File: config.mk
export PLATFORM = sky130hd
export DESIGN_NAME = seven_segment_frame_writer_top
export DESIGN_NICKNAME = d
export VERILOG_FILES = /design/src/design/ssfw_pkg.sv /design/src/design/seven_segment_frame_writer_top.sv
export SDC_FILE = /design/constraint.sdc
export NUM_CORES = 1
export LEC_CHECK = 0
export ABC_AREA = 1
export BUFFER_PORTS_ARGS = -buffer_cell sky130_fd_sc_hd__buf_2
export CAP_MARGIN = 10
export CORE_MARGIN = 1.5
export CORE_UTILIZATION = 23
export DETAILED_ROUTE_END_ITERATION = 10
export PLACE_DENSITY = 0.47
export SYNTH_ARGS = -nofsm -noshare
export SYNTH_HDL_FRONTEND = slang
export SYNTH_SLANG_ARGS = --single-unit
File: constraint.sdc
create_clock -name clk_i -period 5.5 [get_ports clk_i]
set_input_delay 0.825 -clock clk_i [delete_from_list [all_inputs] [get_ports clk_i]]
set_output_delay 0.825 -clock clk_i [all_outputs]
set_load 0.005 [all_outputs]
File: src/design/ssfw_pkg.sv
// ssfw_pkg: shared constants, phase codes and segment table for the
// seven-segment frame writer; no dependencies

package ssfw_pkg;

  // display driver command bytes
  localparam logic [7:0] CMD_AUTO_ADDR  = 8'h40;
  localparam logic [7:0] CMD_START_ADDR = 8'hC0;
  localparam logic [7:0] CMD_DISPLAY_ON = 8'h8F;

  // reciprocal constants for digit extraction by multiply and shift
  localparam logic [16:0] RECIP_1000   = 17'd67109;  // v * k >> 26 == v / 1000
  localparam int unsigned SHIFT_1000   = 26;
  localparam logic [7:0]  RECIP_10     = 8'd205;     // x * k >> 11 == x / 10
  localparam int unsigned SHIFT_10     = 11;
  localparam logic [5:0]  RECIP_100    = 6'd41;      // x * k >> 12 == x / 100
  localparam int unsigned SHIFT_100    = 12;

  // phase codes, one per frame byte
  localparam int unsigned PhaseW = 3;
  localparam logic [PhaseW-1:0] PH_AUTO  = 3'd0;
  localparam logic [PhaseW-1:0] PH_START = 3'd1;
  localparam logic [PhaseW-1:0] PH_THOU  = 3'd2;
  localparam logic [PhaseW-1:0] PH_HUND  = 3'd3;
  localparam logic [PhaseW-1:0] PH_TENS  = 3'd4;
  localparam logic [PhaseW-1:0] PH_UNITS = 3'd5;
  localparam logic [PhaseW-1:0] PH_DISP  = 3'd6;

  // common-cathode segment pattern, bit 0 = segment a, dot always off
  function automatic logic [7:0] seg_of(input logic [3:0] digit);
    logic [7:0] seg;
    case (digit)
      4'd0:    seg = 8'h3F;
      4'd1:    seg = 8'h06;
      4'd2:    seg = 8'h5B;
      4'd3:    seg = 8'h4F;
      4'd4:    seg = 8'h66;
      4'd5:    seg = 8'h6D;
      4'd6:    seg = 8'h7D;
      4'd7:    seg = 8'h07;
      4'd8:    seg = 8'h7F;
      4'd9:    seg = 8'h6F;
      default: seg = 8'h00;
    endcase
    return seg;
  endfunction

endpackage

File: src/design/seven_segment_frame_writer_top.sv
// seven_segment_frame_writer_top: converts a 16-bit count into the seven
// byte frame sequence for a four-digit display driver; uses ssfw_pkg
//
// The first byte of an update passes the phase register, then the output register.
// Throughput: one byte per cycle; the next start is taken while the sequencer
// is in its display-on phase, so updates can follow one another without a gap.
// Reset: asynchronous, active low; clears the sequencer and the strobe.
// The receiver cannot stall: each byte is valid for exactly one cycle.

module seven_segment_frame_writer_top (
  input  logic        clk_i,
  input  logic        rst_ni,
  input  logic        start,
  output logic        busy,
  input  logic [15:0] count_value_i,
  output logic        valid_o,
  output logic [7:0]  wire_byte_o,
  output logic        start_before_o,
  output logic        stop_after_o,
  output logic        last_of_update_o
);
  import ssfw_pkg::*;

  logic              accept;
  logic              active_q, active_d;
  logic [PhaseW-1:0] phase_q, phase_d;
  logic [15:0]       value_q;

  // digit datapath registers
  logic [6:0]        thsd_q;     // value / 1000, 0..65
  logic [3:0]        thou_q;
  logic [9:0]        rem_q;      // value mod 1000
  logic [3:0]        hund_q;
  logic [6:0]        rem2_q;     // value mod 100
  logic [3:0]        tens_q;

  logic [32:0]       prod_thsd;
  logic [14:0]       prod_thou;
  logic [3:0]        thou_quot;
  logic [15:0]       thsd_scaled;
  logic [15:0]       prod_hund;
  logic [6:0]        hund_scaled;
  logic [14:0]       prod_tens;
  logic [3:0]        tens_d;
  logic [3:0]        units_d;

  logic [7:0]        byte_d;
  logic              sb_d, sa_d, last_d;

  // transaction accept and sequencer
  assign accept = start && !busy;
  assign busy   = active_q && (phase_q != PH_DISP);

  always_comb begin
    active_d = active_q;
    phase_d  = phase_q;
    if (accept) begin
      active_d = 1'b1;
      phase_d  = PH_AUTO;
    end else if (active_q) begin
      if (phase_q == PH_DISP) begin
        active_d = 1'b0;
      end else begin
        phase_d = phase_q + PhaseW'(1);
      end
    end
  end

  always_ff @(posedge clk_i or negedge rst_ni) begin
    if (!rst_ni) begin
      active_q <= 1'b0;
      phase_q  <= PH_AUTO;
      valid_o  <= 1'b0;
    end else begin
      active_q <= active_d;
      phase_q  <= phase_d;
      valid_o  <= active_q;
    end
  end

  // digit arithmetic by reciprocal multiply and shift, spread over the phases
  assign prod_thsd   = 33'(value_q) * 33'(RECIP_1000);
  assign prod_thou   = 15'(thsd_q) * 15'(RECIP_10);
  assign thou_quot   = prod_thou[SHIFT_10 +: 4];
  assign thsd_scaled = 16'(thsd_q) * 16'd1000;
  assign prod_hund   = 16'(rem_q) * 16'(RECIP_100);
  assign hund_scaled = 7'(rem_q - 10'(hund_q) * 10'd100);
  assign prod_tens   = 15'(rem2_q) * 15'(RECIP_10);
  assign tens_d      = prod_tens[SHIFT_10 +: 4];
  assign units_d     = 4'(rem2_q - 7'(tens_q) * 7'd10);

  always_ff @(posedge clk_i) begin
    if (accept) begin
      value_q <= count_value_i;
    end
    if (active_q) begin
      case (phase_q)
        PH_AUTO: begin
          thsd_q <= prod_thsd[SHIFT_1000 +: 7];
        end
        PH_START: begin
          thou_q <= 4'(thsd_q - 7'(thou_quot) * 7'd10);
          rem_q  <= 10'(value_q - thsd_scaled);
        end
        PH_THOU: begin
          hund_q <= prod_hund[SHIFT_100 +: 4];
        end
        PH_HUND: begin
          rem2_q <= hund_scaled;
        end
        PH_TENS: begin
          tens_q <= tens_d;
        end
        default: begin
        end
      endcase
    end
  end

  // frame byte selection per phase
  always_comb begin
    byte_d = CMD_AUTO_ADDR;
    sb_d   = 1'b0;
    sa_d   = 1'b0;
    last_d = 1'b0;
    unique case (phase_q)
      PH_AUTO: begin
        byte_d = CMD_AUTO_ADDR;
        sb_d   = 1'b1;
        sa_d   = 1'b1;
      end
      PH_START: begin
        byte_d = CMD_START_ADDR;
        sb_d   = 1'b1;
      end
      PH_THOU:  byte_d = seg_of(thou_q);
      PH_HUND:  byte_d = seg_of(hund_q);
      PH_TENS:  byte_d = seg_of(tens_d);
      PH_UNITS: begin
        byte_d = seg_of(units_d);
        sa_d   = 1'b1;
      end
      PH_DISP: begin
        byte_d = CMD_DISPLAY_ON;
        sb_d   = 1'b1;
        sa_d   = 1'b1;
        last_d = 1'b1;
      end
      default: begin
        byte_d = CMD_AUTO_ADDR;
      end
    endcase
  end

  // result register
  always_ff @(posedge clk_i) begin
    wire_byte_o      <= byte_d;
    start_before_o   <= sb_d;
    stop_after_o     <= sa_d;
    last_of_update_o <= last_d;
  end

  // an accepted count opens its frame sequence with the auto-address command
  a_first_byte: assert property (@(posedge clk_i) disable iff (!rst_ni)
    accept |=> ##1 (valid_o && wire_byte_o == CMD_AUTO_ADDR))
    else $error("update did not open with auto-address command");

  // bytes of one update come without gaps
  a_no_gap: assert property (@(posedge clk_i) disable iff (!rst_ni)
    (valid_o && !last_of_update_o) |=> valid_o)
    else $error("gap inside an update");

  // after the closing byte only a new update may follow
  a_next_update: assert property (@(posedge clk_i) disable iff (!rst_ni)
    (valid_o && last_of_update_o) |=> (!valid_o || wire_byte_o == CMD_AUTO_ADDR))
    else $error("stray byte after end of update");

  // busy only while a sequence is running
  a_busy_active: assert property (@(posedge clk_i) disable iff (!rst_ni)
    busy |=> valid_o)
    else $error("busy without bytes being produced");

endmodule
After elaboration in Yosys (flattened, before gate mapping)
Memory sizes are Yosys's and may differ from the RTL's. A register that Yosys moved wholly into a read port is not among the register bits.
Index checks and enable logic that the tools add are counted.

storage, ports and cells
  output and inout bits = 13
  input port bits = 19
  RAM bits = 0
  register bits = 68
  latch bits = 0
  memory bits (read-only) = 448
  memories = 4

operators by class
  multiply operators = 8
  shifts and indexed selects = 0
  mux-type cells = 12
  order comparisons = 0
  add/subtract/negate cells = 5
  bitwise gates (word level) = 0
  div/mod/pow operators = 0
  equal/unequal tests = 8
  reduce and logical (&&, ||, !) cells = 13

memory list
  name             words  bits a word  read ports  clocked after memory_dff  write ports  RTL line        source
  (no name shown)  16     7            1           1                         0            ssfw_pkg.sv:32  case (digit)
  (no name shown)  16     7            1           1                         0            ssfw_pkg.sv:32
  (no name shown)  16     7            1           0                         0            ssfw_pkg.sv:32
  (no name shown)  16     7            1           0                         0            ssfw_pkg.sv:32

operators by type and width
  kind                      number
  $pmux W8 S6               1
  $mul A16 B17 Y33 const B  1
  $mul A7 B8 Y15 const B    2
  $mul A10 B6 Y16 const B   1
  $reduce_and A2 Y1         6
  $sub A10 B10 Y10          1
  $eq A3 B3 Y1 const B      3
  $mux W3                   3
  $mul A4 B3 Y3 const B     2
  $mux W4                   2
  $sub A4 B4 Y4             2
  $mul A7 B3 Y7 const B     1
  $sub A7 B7 Y7             1
  $eq A3 B2 Y1 const B      2
  $mux W1                   6
  $reduce_or A3 Y1          2
  $mul A4 B5 Y5 const B     1
  $add A3 B1 Y3 const B     1
  $eq A3 B1 Y1 const B      1
  $logic_not A3 Y1          1
  $ne A3 B3 Y1 const B      1
  $logic_and A1 B1 Y1       2
  $ne A2 B2 Y1 const B      1
  $reduce_bool A2 Y1        1
  $logic_not A1 Y1          1

Depth between registers and ports, before layout
  depth in word-level cells = 6
  depth in mapped cells = 28

Least setup slack after synthesis
Ideal clock, no wire load.

  path type = flip-flop to flip-flop
  start point = register thsd_q[3]
  end point = register with a tool-made name
  setup slack = 935 ps
  clock period less this slack = 4565 ps
  data arrival time = 4445 ps
  stages on the path, launching flop included = 24
  path buffers = 0
  library setup time = 120 ps
  cell sequence = edfxtp_1 ha_1 ha_1 or2_2 fa_1 ha_1 ha_1 a21o_1 nor2_1 nand2_1 nand2_1 nand2_1 xor2_1 fa_1 xor2_1 nand3b_1 nand2_1 nand2_1 nand2_1 nand2_1 nand3_1 nand2_1 nand2_1 nand2_1

RTL lines
  item                    RTL line                              source
  start, declared         seven_segment_frame_writer_top.sv:30  logic [6:0] thsd_q;
  start signal, assigned  seven_segment_frame_writer_top.sv:99  thsd_q <= prod_thsd[SHIFT_1000 +: 7];

==> flow_metrics.tcl <==
set metrics [dict create \
    outcome "completed" \
    cp-start-kind "flip-flop" \
    ctsHoldBuffers 0 \
    fill_cells 4932 \
    yosys.area.top_type "ha_1" \
    yosysTopAreaCellShare_pct 32.96 \
    seq_area_frac_synth_pct 20.44 \
    drt_wl_total_um 22520 \
    end_kind "flip-flop" \
    cts_root_buf "clkbuf_16" \
    final.period_utilization_pct 89.84 \
    finalClockSkew_ps 10.35 \
    synth_cell_type_count 40 \
    tns_ps 0 \
    std_cell_rows 78 \
    nNetsFinal 1644 \
    drc 0 \
    cp_max_fo 8 \
    gp_congestion 0.8179 \
    start_util_pct 23.31 \
    clock_latency_ps 380 \
    multiInputGateArea_sq_um 7375 \
    via_per_inst 4.088 \
    hpwl_um 19450 \
    grt_start_max_net_pins 19 \
    regArea_sq_um 2157 \
    vias 7718 \
    layout-drive-gt1-share_pct 5.745 \
    cts_tree "yes" \
    cts_buffer_depth 2 \
    synthCells 1238 \
    hold_class "in -> async" \
    drt_iter0_drc 259 \
    hold_viol 0 \
    clk_pin_slew_ps 70 \
    cts_made_buffers 9 \
    die_y_um 217.2 \
    synth_area_leaders "ha_1, edfxtp_1, fa_1" \
    antenna_found_initial 0 \
    final_area_sq_um 11800 \
    fmax_mhz 202.4 \
    mostFrequentLayoutCell "ha_1" \
    die_w_um 217.2 \
    grt_util_met2_pct 19.13 \
    worstPathArrival_ps 5200 \
    slew_headroom_pct 28.00 \
    grt.busiest_layer "met2" \
    wl_per_cell_um 11.93 \
    critPathKind "reg -> reg" \
    synthToLayoutAreaGrowth_pct 11.82 \
    rsz0062_at_grt "no" \
    place_area_sq_um 11490 \
    grt_pass1_vias 8158 \
    cts_resized 0 \
    grt_remaining_overflow 0 \
    io_buffers 31 \
    ys_ff_latch 81 \
    ios 32 \
    core_sq_um 45280 \
    grt_pass1_wl_um 38920 \
    groute.usage.overall_pct 10.41 \
    cts_sinks 81 \
    setup_viol 0 \
    postCtsSetupBuffers 0 \
    crit_required_ps 5760 \
    layout_common_cells "ha_1, inv_1, nand2_1" \
    ys_warn_count 0 \
    mappedNetlistArea_sq_um 10550 \
    syn_nets 1599 \
    h-tree-depth 3 \
    dieArea_sq_um 47180 \
    antenna_left 0 \
    dr.pass1.iters 4 \
    drv_slew 0 \
    tightest_slew_ps 1079 \
    gr-usage-met3_pct 2.055 \
    synth.avg_cell_area_sq_um 8.525 \
    grtUsageMet1_pct 12.14 \
    fin_crit_ps 4941 \
    maxCapViolCount 0 \
    diodes 0 \
]
[worst max-delay path, cell delays in order, from the launching register on]
cell and delay, ps:
edfxtp_1 520, ha_1 360, ha_1 190, or2_2 300
fa_1 460, ha_1 310, ha_1 310, a21o_1 180
nor2_1 180, nand2_1 100, nand2_1 80, nand2_1 60
xor2_1 160, fa_1 400, xor2_1 180, nand3b_1 190
nand2_1 80, nand2_1 60, nand2_1 60, nand2_1 50
nand3_1 240, nand2_1 110, nand2_1 170, nand2_1 80
[cell type report]
class	instances	area share, %
Clock buffer	10	2.025
Clock inverter	6	0.6255
Inverter	272	8.651
Multi-Input combinational cell	884	62.49
Sequential cell	81	18.28
Tap cell	600	6.361
Timing Repair Buffer	35	1.569
[cell families (layout without fill, tap and decap cells)]
family	count (synthesis)	count (layout)	synth area share (%)
AO/OA/AOI/OAI	112	112	6.438
XOR/XNOR	29	29	2.407
adder cells (fa/ha/maj)	342	342	45.10
buffers and inverters	273	323	9.710
flip-flops	81	81	20.44
AND/OR/NAND/NOR	401	401	15.91
[stage by stage]
stage	worst slack [ps]	utilization [%]	std cells	hold slack, ps
after global placement	615.3	25.37	1872	435.9
after global routing	130.5	26.06	1888	247.2
final	558.7	26.06	1888	264.4
after detailed placement	547.7	25.37	1872	422.7
after CTS	539.0	26.06	1888	242.0
after floorplan	934.7	-	1238	374.1
[final timing paths]
path	startpoint	endpoint	slack, ps	depth (start not counted)
setup / recovery	thsd_q[3]	flip-flop	560	23
hold / removal	rst_ni	phase_q[0]	260	1
setup reg to reg	thsd_q[3]	flip-flop	560	23
hold reg to reg	active_q	valid_o	430	0
min in group clk_i	active_q	valid_o	430	0
max in group asynchronous	rst_ni	valid_o	5100	1
[synth_stat cells, drive strengths merged]
cell    number
ha         278
inv        272
nand2      247
fa          64
nor2        63
nand3       56
edfxtp      51
a21oi       47
o21ai       28
dfxtp       25
xor2        15
xnor2       14
nand4       13
a21o         9
nor3         9
or2          9
o21bai       8
dfrtp        5
o21a         4
a221oi       3
a31oi        3
o22ai        3
a211oi       2
a21boi       2
nand3b       2
a31o         1
a32o         1
and2         1
clkbuf       1
nor4         1
o211ai       1
[routing by layer]
metal	vias to the layer above	wire length (um)
met2	57	11280
li1	4086	-
met4	0	353
met3	16	429
met1	3559	10460
met5	-	0
Power is not shown: default switching activity piles up to over one toggle a cycle in this logic, so the estimate is an artifact.
